--- src/hdl/detection_dedup_table_core_macros.svh ---
// assertion helpers for the dedup table core
`ifndef DETECTION_DEDUP_TABLE_CORE_MACROS_SVH
`define DETECTION_DEDUP_TABLE_CORE_MACROS_SVH

// same-cycle implication on the core clock
`define DDT_ASSERT_NOW(label, ante, cons) \
   label: assert property (@(posedge clock) disable iff (reset) (ante) |-> (cons)) \
      else $error("dedup table core check failed");

// next-cycle implication on the core clock
`define DDT_ASSERT_NEXT(label, ante, cons) \
   label: assert property (@(posedge clock) disable iff (reset) (ante) |=> (cons)) \
      else $error("dedup table core check failed");

`endif

--- src/hdl/ddt_ram.sv ---
`timescale 1ns / 1ps
module ddt_ram #(
   parameter int WIDTH = 8,
   parameter int DEPTH = 16,
   parameter int AW    = (DEPTH > 1) ? $clog2(DEPTH) : 1
) (
   input  logic             clock,
   input  logic             we,
   input  logic [AW-1:0]    waddr,
   input  logic [WIDTH-1:0] wdata,
   input  logic [AW-1:0]    raddr,
   output logic [WIDTH-1:0] rdata
);

   logic [WIDTH-1:0] mem [DEPTH];

   always_ff @(posedge clock) begin
      if (we) begin
         mem[waddr] <= wdata;
      end
      rdata <= mem[raddr];
   end

endmodule

--- config.mk ---
export PLATFORM = sky130hd
export DESIGN_NAME = ddt_ram
export DESIGN_NICKNAME = d
export VERILOG_FILES = /design/src/hdl/detection_dedup_table_core_macros.svh /design/src/hdl/ddt_ram.sv
export SDC_FILE = /design/constraint.sdc
export NUM_CORES = 1
export LEC_CHECK = 0
export BUFFER_PORTS_ARGS = -buffer_cell sky130_fd_sc_hd__buf_2
export CAP_MARGIN = 20
export CORE_MARGIN = 4
export CORE_UTILIZATION = 50
export CTS_BUF_LIST = sky130_fd_sc_hd__clkbuf_2
export DETAILED_ROUTE_END_ITERATION = 10
export GPL_TIMING_DRIVEN = 1
export PLACE_DENSITY = 0.73
export SKIP_CTS_REPAIR_TIMING = 1
export SLEW_MARGIN = 10
export SYNTH_ARGS = -nofsm -noshare
export SYNTH_HDL_FRONTEND = slang
export SYNTH_SLANG_ARGS = --single-unit
--- constraint.sdc ---
create_clock -name clock -period 2.55 [get_ports clock]
set_input_delay 0.1275 -clock clock [delete_from_list [all_inputs] [get_ports clock]]
set_output_delay 0.1275 -clock clock [all_outputs]
set_load 0.01 [all_outputs]
==> reports/results.tsv <==
metric	value	unit
cell family contributing the most delay on the critical path	buffers and inverters	
maximum number of pins on one net before global-route repair	33	
worst path setup slack after routing	0.932	ns
maximum fanout count along the critical path	8	
synthesized area	0.00515	mm²
CTS clock-pin slew for the worst setup and hold paths	0.19	ns
initial antenna violation count	0	
# fillers	738	
CP required	3.13	ns
Die Width	109	µm
Setup crit start kind	input port	
number of storage elements in the synthesis netlist	136	
cell area after placement	0.00547	mm²
slew at the pin closest to its max-slew limit	0.842	ns
global-route wire length before repair	14000	µm
overall die area	0.0120	mm²
highest ir drop seen on vdd	0.000422	V
RSZ-0062 raised after global routing	false	
total CTS buffers	17	
site row count	36	
adder and majority cell fraction of the synthesized area	0	%
Post-Place Setup Slack	0.863	ns
Most used DFF post-synth	sky130_fd_sc_hd__edfxtp_1	
Clk Latency, worst-skew pair	0.62	ns
I/O Buffers	25	
cell count after synthesis	229	
Slew Viols, Final	0	
routed wirelength normalized by instance count	21.1	µm
Non-Filler Cell Area, Final	0.00589	mm²
fraction of synthesized cell area taken by the top area cell type	74.7	%
starting density of the core	51.9	%
power density over cell area	714	mW/mm²
TritonCTS clock tree	yes	
1st-pass router iterations	4	
Hold WC Path Type	in2reg	
root buf cell	sky130_fd_sc_hd__clkbuf_2	
layout cell share with drive strength beyond 1	29.1	%
top-level I/O count	26	
Synth Area in Compound Gates	2.33	%
result of the run	finished, final reports clean	
most instantiated library cell after synthesis	sky130_fd_sc_hd__edfxtp_1	
max incr delay on CP	0.68	ns
number of buffers between clock root and the deepest sink	2	
share of synthesized flip-flops with an asynchronous set or reset	0	%
Placer Congestion	0.751	
cell type of the slowest stage on the worst timing path	sky130_fd_sc_hd__dlygate4sd3_1	
max-slew headroom at the worst pin	43.6	%
Die Height	109	µm
Max Clock Skew	0.0247	ns
total negative slack	0	ns
share of synthesized cell area in and, or, nand and nor gates	3.18	%
leakage	1.99	nW
number of flops mapped to enable cells by yosys	128	
Syn Area/Cell	22.5	µm²
total routing resource utilization after global routing	16.9	%
DRC violations left	0	
Clock Sinks	136	
main combinational cell family by area after synthesis	multiplexers	
xor/xnor cell area share of the yosys netlist	0	%
register cell area after layout	0.00400	mm²
Mapped Nets	247	
area of the multi-input gates	0.00106	mm²
signed area change from the synthesized netlist to the final layout	14.5	%
CTS H-tree lvls	4	
most area-consuming cells after synthesis	sky130_fd_sc_hd__edfxtp_1 75%, sky130_fd_sc_hd__mux4_2 7.9%, sky130_fd_sc_hd__mux4_1 7.1%, sky130_fd_sc_hd__dfxtp_1 3.1%, sky130_fd_sc_hd__a22oi_1 2.3%	
library cell appearing most often on the critical path	sky130_fd_sc_hd__dlygate4sd3_1	
kind of end point of the critical path	flop	
CORE AREA	0.00991	mm²
sum of buffers and inverters on the critical path	3	
commonest cells in the synthesized netlist	128 x sky130_fd_sc_hd__edfxtp_1, 18 x sky130_fd_sc_hd__mux4_2, 16 x sky130_fd_sc_hd__a22oi_1	
critical setup path kind	in2reg	
multiplexer share of the synthesized area	15.0	%
Synthesis Warnings	0	
Netlist cell types	19	
upper clock frequency limit	618	MHz
drt via density	5.62	
Routed Antenna Nets	0	
arrival time of data at the critical path endpoint	2.20	ns
setup violators final	0	
number of endpoints with negative hold slack in the final report	0	
MaxCap Viol Count	0	
final clock period utilization by the worst path	63.5	%
Overflow after GRT	0	
final critical path time including I/O delays and setup	1.62	ns
DR vias	2445	
vias in the first global route	2498	
routed wire length	9160	µm
cell taking the most area after synthesis	sky130_fd_sc_hd__edfxtp_1	
Layout Nets	308	
DRC violation total after the first TritonRoute iteration	146	
part of the Yosys area used for sequential elements	77.8	%
crit-path cells	dlygate4sd3_1 > buf_2 > nor2_1 > dlygate4sd3_1 > a22oi_1 > nand2_1	
HPWL reported at the end of detailed placement	5880	µm
n_diodes	0	
[logic make-up after synthesis]
kind of cell / Yosys count
flops: 136
mux: 32
compound gates: 16
simple gates: 35
buf+inv: 10
[layout make-up]
cell class,instances,area share [%]
Timing Repair Buffer,52,6.33
Clock buffer,18,1.53
Tap cell,133,2.82
Clock inverter,13,3.46
Multi-Input combinational cell,83,17.9
Sequential cell,136,67.9
[layer usage]
| metal | GRT usage (%) | routed length [µm] | vias to the layer above |
|---|---|---|---|
| met5 | 0 | 0 | - |
| met4 | 6.41 | 39 | 0 |
| met3 | 5.34 | 775 | 4 |
| met2 | 25.7 | 4570 | 100 |
| met1 | 23.0 | 3780 | 1242 |
| li1 | - | - | 1099 |
[stage by stage]
| step | hold slack, ns | utilization (%) | total power [mW] | instances |
|---|---|---|---|---|
| after floorplan | 0.226 | - | 2.69 | 229 |
| after global placement | 0.513 | 55.2 | 2.78 | 391 |
| after detailed placement | 0.520 | 55.2 | 2.79 | 391 |
| after CTS | -0.228 | 58.2 | 4.24 | 422 |
| after global routing | 0.0345 | 59.5 | 4.39 | 435 |
| final | 0.0688 | 59.5 | 4.21 | 435 |
[sequential cells by signal, summed over array words and instances (netlist names)]
register / flops
mem: 128
rdata: 8
[where the power goes]
group / total (mW) / leakage (nW) / internal, mW / switching (mW)
clock network: 1.46 / 0.163 / 0.736 / 0.725
registers: 2.51 / 1.22 / 2.50 / 0.0141
logic: 0.240 / 0.607 / 0.109 / 0.131
total: 4.21 / 1.99 / 3.34 / 0.870
[layout by cell type, fill, tap and decap left out, drive strengths merged]
cell type / count
edfxtp: 128
buf: 39
mux4: 32
clkbuf: 18
a22oi: 16
nor2: 13
dlygate4sd3: 13
nand2: 9
dfxtp: 8
bufinv: 5
clkinv: 5
nor3: 4
clkinvlp: 3
nand3b: 2
nand2b: 2
nor2b: 1
and2: 1
and2b: 1
nand3: 1
or3b: 1
[final timing paths]
check | endpoint | cells after the start | startpoint | slack (ns)
min reg2reg | rdata[1] | 3 | mem[7][1] | 0.68
max | rdata[1] | 6 | raddr[3] | 0.93
min | rdata[3] | 4 | raddr[2] | 0.07
max reg2reg | rdata[4] | 3 | mem[9][4] | 1.20
[worst reg2reg max path, delay by kind of cell (launching register included)]
kind / cells / cell delay (ns)
AOI/OAI and AO/OA: 1 / 0.27
DFF: 1 / 0.40
muxes: 1 / 0.51
and+or+nand+nor: 1 / 0.07
No activity file was read; power rests on OpenSTA's default activity.
