`src/hdl/detection_dedup_table_core_macros.svh`:
```
// assertion helpers for the dedup table core
`ifndef DETECTION_DEDUP_TABLE_CORE_MACROS_SVH
`define DETECTION_DEDUP_TABLE_CORE_MACROS_SVH

// same-cycle implication on the core clock
`define DDT_ASSERT_NOW(label, ante, cons) \
   label: assert property (@(posedge clock) disable iff (reset) (ante) |-> (cons)) \
      else $error("dedup table core check failed");

// next-cycle implication on the core clock
`define DDT_ASSERT_NEXT(label, ante, cons) \
   label: assert property (@(posedge clock) disable iff (reset) (ante) |=> (cons)) \
      else $error("dedup table core check failed");

`endif

```
`src/hdl/ddt_pkg.sv`:
```
`timescale 1ns / 1ps
package ddt_pkg;

   localparam int TABLE_DEPTH  = 128;
   localparam int IGNORE_DEPTH = 32;

   localparam int TBL_AW = $clog2(TABLE_DEPTH);
   localparam int TBL_CW = $clog2(TABLE_DEPTH + 1);
   localparam int IGN_AW = (IGNORE_DEPTH > 1) ? $clog2(IGNORE_DEPTH) : 1;
   localparam int IGN_CW = $clog2(IGNORE_DEPTH + 1);

   localparam logic [31:0] WINDOW_RESET = 32'd60000;
   localparam logic [15:0] COUNT_MAX    = 16'hFFFF;

   localparam int CSR_IW = 4;
   localparam logic [CSR_IW-1:0] CSR_DEDUP_WINDOW = 4'd0;
   localparam logic [CSR_IW-1:0] CSR_IGNORE_COUNT = 4'd1;

   localparam logic OP_DETECT    = 1'b0;
   localparam logic OP_IGNORE_WR = 1'b1;

   typedef struct packed {
      logic        opcode;
      logic [3:0]  device_type;
      logic [47:0] station_mac;
      logic [47:0] dedup_key;
      logic [31:0] now_ms;
      logic [4:0]  ignore_index;
   } req_payload_type;

   typedef struct packed {
      logic        dropped;
      logic        is_new;
      logic [31:0] first_seen;
      logic [31:0] last_seen;
      logic [15:0] sighting_count;
   } rsp_payload_type;

   typedef struct packed {
      logic [3:0]  dev_type;
      logic [47:0] key;
      logic [31:0] first;
      logic [31:0] last;
      logic [15:0] count;
   } tbl_entry_type;

   typedef enum logic [2:0] {
      ST_IDLE,
      ST_IGN_WR,
      ST_IGN_SCAN,
      ST_TBL_SCAN,
      ST_CLAIM,
      ST_UPDATE,
      ST_DROP
   } state_type;

endpackage

```
`src/hdl/ddt_update.sv`:
```
`timescale 1ns / 1ps
module ddt_update (
   input  ddt_pkg::tbl_entry_type   ent,
   input  logic [31:0]              now_ms,
   input  logic [31:0]              window,
   output ddt_pkg::tbl_entry_type   ent_next,
   output ddt_pkg::rsp_payload_type result
);
   import ddt_pkg::*;

   logic        first_hit;
   logic [31:0] gap;
   logic        fresh;

   always_comb begin
      first_hit = (ent.count == 16'd0);
      gap       = now_ms - ent.last;
      fresh     = first_hit || (gap > window);

      ent_next          = ent;
      ent_next.first    = first_hit ? now_ms : ent.first;
      ent_next.last     = now_ms;
      ent_next.count    = (ent.count == COUNT_MAX) ? ent.count : ent.count + 16'd1;

      result.dropped        = 1'b0;
      result.is_new         = fresh;
      result.first_seen     = ent_next.first;
      result.last_seen      = ent_next.last;
      result.sighting_count = ent_next.count;
   end

endmodule

```
`config.mk`:
```
export PLATFORM = sky130hd
export DESIGN_NAME = ddt_update
export DESIGN_NICKNAME = d
export VERILOG_FILES = /design/src/hdl/detection_dedup_table_core_macros.svh /design/src/hdl/ddt_pkg.sv /design/src/hdl/ddt_update.sv
export SDC_FILE = /design/constraint.sdc
export NUM_CORES = 1
export LEC_CHECK = 0
export ABC_CLOCK_PERIOD_IN_PS = 9150
export BUFFER_PORTS_ARGS = -buffer_cell sky130_fd_sc_hd__buf_2
export CORE_AREA = 2 2 160 162
export DETAILED_ROUTE_END_ITERATION = 7
export DIE_AREA = 0 0 162 164
export GPL_TIMING_DRIVEN = 0
export SYNTH_ARGS = -nofsm -noshare
export SYNTH_HDL_FRONTEND = slang
export SYNTH_SLANG_ARGS = --single-unit
export TNS_END_PERCENT = 10
```
`constraint.sdc`:
```
create_clock -name vclk -period 9.15
set_input_delay 0.915 -clock vclk [all_inputs]
set_output_delay 0.915 -clock vclk [all_outputs]
set_load 0.005 [all_outputs]
```
==> impl_results.md, run 1 <==
* Critical path data required time at 8.24 ns
* Worst-margin pin slew at about 0.8 ns
* Pins Over Slew Limit at 0
* Die span in x at 162 um
* Post-route setup slack at approximately 2.9 ns
* Synth Cell Area at about 4600 um2
* Rel. slew slack at 46.7%
* # nets final at ~1300
* Worst path max stage delay at 0.45 ns
* Syn. warnings at 0
* Sequential cell area fraction in the yosys report at 0%
* DP HPWL at 15.0 mm
* CP Class: in2out
* RSZ-0062 raised after global routing: no
* Minimum clock period at ~6.3 ns
* Net Count, Synth at 901
* Number of global-route vias before repair at ~4700
* Post-DR wirelength/cell at between 10 and 15 um
* Tcrit/Tclk final at 68.7%
* Area Growth Syn to Fin at 47.8%
* Top-count cell post-synth: buf_4
* Critical path's top delay family: compound AO/OA/AOI/OAI gates
* Largest cells by area after synthesis: buf_4, ha_1, mux2_2
* Top Ports at 410
* DP Cell Count at between 1000 and 1500
* Gr usage total at 11.1%
* Data arrival, critical path at approximately 5.4 ns
* Largest net degree at the start of global routing at 11
* FF+latch area at 0 um2
* Commonest cells in the netlist: buf_4, inv_1, ha_1, a21oi_1, nand2_1
* Sum Neg Setup Slack at 0 ns
* Setup Fix Bufs, Post-CTS at 0
* Initial DRC count at 157
* Leak at around 4.0 nW
* Crit. Startpoint: now_ms[0]
* Placer Congestion at around 0.85
* Fmax at 159 MHz
* Pre-antenna DRT Iters at 6
* DP Worst Slack at 2.83 ns
* Post-synth top area share at around 27%
* Setup crit end: result[80]
* Post-DR vias/cell at 4.01
* DRC at 0
* Die Area at about 27000 um2
* CTS hold repair buffers at 0
* Final non-filler cell total at 1328
* Maxcap violations at 0
* Fill count at about 2800
* Post-CTS Resized at 0
* Status: complete, no violations
* CP startpoint kind: input port
* Post-Synthesis Cells at 639
* Core area at roughly 25000 um2
* Buf/Inv on CP at 5
* Post-synthesis cell type count at 53
* Post-route ant nets at 0
* Sequential cells at 0
* Grt ovf at 0
* Synthesized area per cell at 7.22 um2
* CP Max Fanout at 3
* Power Dens Cells at 56.9 nW/um2
* I/O Buffers at 357
* Final hold vios at 0
* Critical path depth at 20
* WL final at 16.5 mm
* Via count at 5321
* Die Span Y at 164 um
* First-pass GRT wire length at between 20 and 25 mm
* Nature of the critical path endpoint: primary output
* Peak supply drop at roughly 0.025 mV
* Worst path slowest cell: o31ai_1
* Clkbuf count at 0
* Synth area leader: buf_4
* Path category of the worst min-delay check: in2out
* Layout cells sized above 1 at roughly 56%
* Critical path, cell by cell: buf_2, inv_1, ha_1, inv_1, fa_1, a21o_1, a221oi_2, and4bb_1, o31ai_1, o21bai_1, a221oi_1, xnor2_1, ha_1, nand4_1, or3_1, o221ai_1, a21oi_1, a41oi_1, buf_4, buf_2
* Initial Util at approximately 19%
* Final Setup Violations at 0
* Row count at 58
* Initial antenna violation count at 3
cell families after synthesis:
| kind of cell | count (synthesis) | share of synthesized area, % |
|---|---|---|
| and+or+nand+nor | 115 | 13.2 |
| buffers and inverters | 255 | 34.3 |
| muxes | 31 | 7.57 |
| xor gates and xnor gates | 41 | 7.79 |
| AOI/OAI and AO/OA | 130 | 19.0 |
| other | 1 | 0.0813 |
| adders and majority gates | 66 | 18.1 |
cell type report:
| type | count | area [um2] | share of cell area [%] |
|---|---|---|---|
| Tap cell | 330 | 413 | 6.06 |
| Inverter | 77 | 289 | 4.24 |
| Multi-Input combinational cell | 384 | 3030 | 44.5 |
| Buffer | 178 | 1290 | 18.9 |
| Antenna cell | 2 | 5.00 | 0.0734 |
| Timing Repair Buffer | 357 | 1790 | 26.2 |
worst min path at each step:
stage | cells after the start | slack [ns] | from | to
final | 2 | 2.00 | ent[80] | ent_next[80]
after detailed placement | 2 | 2.00 | ent[114] | ent_next[114]
after CTS | 2 | 2.00 | ent[114] | ent_next[114]
after floorplan | 1 | 1.89 | ent[12] | ent_next[12]
after global placement | 2 | 2.00 | ent[129] | ent_next[129]
after global routing | 2 | 2.00 | ent[108] | ent_next[108]
metal layers:
metal | global-route usage, % | vias up | wire length, um
met5 | 0 | - | 12
met4 | 0.442 | 2 | 28
met2 | 21.1 | 219 | 8420
met1 | 14.2 | 2345 | 6930
met3 | 1.11 | 4 | 1150
li1 | - | 2751 | -
per-stage QoR:
stage	hold WS, ns	cell area (um2)	power [W]	utilization (%)
2_1_floorplan	1.89	4610	0.000251	-
3_3_place_gp	2.00	6810	0.000386	27.4
3_5_place_dp	2.00	6810	0.000389	27.4
4_1_cts	2.00	6810	0.000393	27.4
5_1_grt	2.00	6820	0.000436	27.5
6_report	2.00	6820	0.000387	27.5
where the power goes:
group	switching [W]	internal (W)
combinational	0.000182	0.000206
clock	0	0.0000000000292
sequential	0	0
total	0.000182	0.000206
placed cells by master (no fill, tap or decap), types with 3 or more instances in the layout:
cell type and n:
and4_1 3, nand4_1 17, a311oi_1 5, nand2_1 32, mux2_2 31, o21a_1 9, a41oi_1 4, and3_1 9
nor3_1 8, xor2_1 14, o211ai_1 7, o21ai_0 22, buf_2 357, a21o_1 22, ha_1 65, a21oi_1 39
inv_1 77, xnor2_1 27, nor2b_1 7, nand3_1 7, clkbuf_1 12, nand2b_1 5, buf_4 166, nor2_1 15
Note: power is estimated with default switching activity, not from simulation.
==> run 2: changes to the inputs <==
--- a/config.mk
+++ b/config.mk
@@ -5,7 +5,7 @@
 export SDC_FILE = /design/constraint.sdc
 export NUM_CORES = 1
 export LEC_CHECK = 0
-export ABC_CLOCK_PERIOD_IN_PS = 9150
+export ABC_CLOCK_PERIOD_IN_PS = 5320
 export BUFFER_PORTS_ARGS = -buffer_cell sky130_fd_sc_hd__buf_2
 export CORE_AREA = 2 2 160 162
 export DETAILED_ROUTE_END_ITERATION = 7
==> constraint.sdc (replaced) <==
create_clock -name vclk -period 5.32
set_input_delay 0.532 -clock vclk [all_inputs]
set_output_delay 0.532 -clock vclk [all_outputs]
set_load 0.005 [all_outputs]
==> impl_results.md, run 2 (same netlist as run 1, synthesis figures left out) <==
* Routed wl met2 at between 8 and 9 mm
* Buf/Inv on CP at 6
* Gr usage total at 11.1%
* Die span in x at about 160 um
* Critical path, cell by cell: buf_2, inv_1, ha_2, inv_1, fa_2, a21o_1, a221oi_4, and4bb_2, or3_4, a221oi_4, buf_4, buf_4, xnor2_1, ha_1, nand4_1, or3_4, o221ai_4, a21oi_1, a41oi_1, buf_2
* Path category of the worst min-delay check: in2out
* Maxcap violations at 0
* Power Dens Cells at 98.9 nW/um2
* Sum Neg Setup Slack at 0 ns
* Worst path slowest cell: or3_4
* CP startpoint kind: input port
* Leak at about 4 nW
* RSZ-0062 raised after global routing: no
* WL final at 16.6 mm
* Critical path depth at 20
* Post-route ant nets at 0
* Commonest non-fill, non-tap cell in the layout: buf_2
* Pins Over Slew Limit at 0
* Pre-antenna DRT Iters at 4
* Status: complete, no violations
* Die Span Y at 164 um
* Worst-margin pin slew at between 0.7 and 0.8 ns
* Via count at roughly 5300
* # nets final at about 1300
* Most frequent cells in the layout: buf_2, buf_4, inv_1, ha_1, a21oi_1
* Die Area at ~27000 um2
* Uppermost layer routed: met5
* Final hold vios at 0
* Post-DR wirelength/cell at roughly 12 um
* Top Ports at 410
* Placer Congestion at about 0.85
* Initial antenna violation count at 3
* Grt ovf at 0
* Peak supply drop at 0.0426 mV
* Fmax at about 200 MHz
* Layout cells sized above 1 at 57.3%
* Dpl cell area at 6810 um2
* Row count at 58
* Sequential cells at 0
* Met3 WL at 1.26 mm
* Area Growth Syn to Fin at 49.7%
* I/O Buffers at 357
* Nature of the critical path endpoint: primary output
* Clkbuf count at 0
* CP Max Fanout at 3
* Initial DRC count at 151
* Final Cell Area at around 7000 um2
* Core area at about 25000 um2
* Critical path's top delay family: compound AO/OA/AOI/OAI gates
* Worst path max stage delay at 0.44 ns
* First-pass GRT wire length at ~24 mm
* Final Setup Violations at 0
* Final core occ at 27.8%
* Minimum clock period at 5.08 ns
* Initial Util at between 10% and 20%
* Data arrival, critical path at between 4 and 5 ns
* DRC at 0
* CTS hold repair buffers at 0
* Post-Route M1 WL at slightly below 7 mm
* Number of global-route vias before repair at between 4000 and 5000
* Critical path data required time at between 4 and 5 ns
* DP HPWL at roughly 15 mm
* Post-DR vias/cell at around 4.0
* Tcrit/Tclk final at a little over nine tenths
* Largest net degree at the start of global routing at 11
* Worst hold stages at 2
* CP Class: in2out
* FF+latch area at 0 um2
* Rel. slew slack at 49.1%
==> run 2: worst paths after layout <==
kind	startpoint	endpoint	slack, ns
worst min-delay path	ent[80]	ent_next[80]	1.23
worst max-delay path	now_ms[0]	result[80]	0.24
==> run 2: layout make-up <==
cell class	instances	area [um2]
diodes	2	5.00
plain buffers	177	1280
fillers	2823	17900
inverters	77	289
multi-input cells	384	3090
well taps	330	413
repair buffers	362	1820
==> run 2: power breakdown <==
group / switching [W] / leakage (nW) / internal, W
clock: 0 / 0.0000127 / 0.0000000000503
sequential: 0 / 0 / 0
combinational: 0.000322 / 4.00 / 0.000361
==> run 2: timing repair <==
action,4_1_cts,5_1_grt
buffers inserted,5,0
pin swaps,10,10
resized for setup,11,2
setup endpoints to repair,1,1
==> run 2: layer usage <==
layer	global-route usage (%)	up-vias
met4	0.241	2
met3	1.11	2
met1	14.2	2363
li1	-	2757
met2	21.3	222
met5	0	-
==> run 2: metrics by stage <==
stage | power (W) | std cells | hold slack, ns | setup WS [ns]
after floorplan | 0.000431 | 639 | 1.13 | 0.824
after global placement | 0.000663 | 1326 | 1.23 | -0.259
after detailed placement | 0.000669 | 1326 | 1.23 | -0.238
after CTS | 0.000690 | 1330 | 1.23 | 0.0105
after global routing | 0.000766 | 1332 | 1.23 | 0.0115
final | 0.000683 | 1332 | 1.23 | 0.242
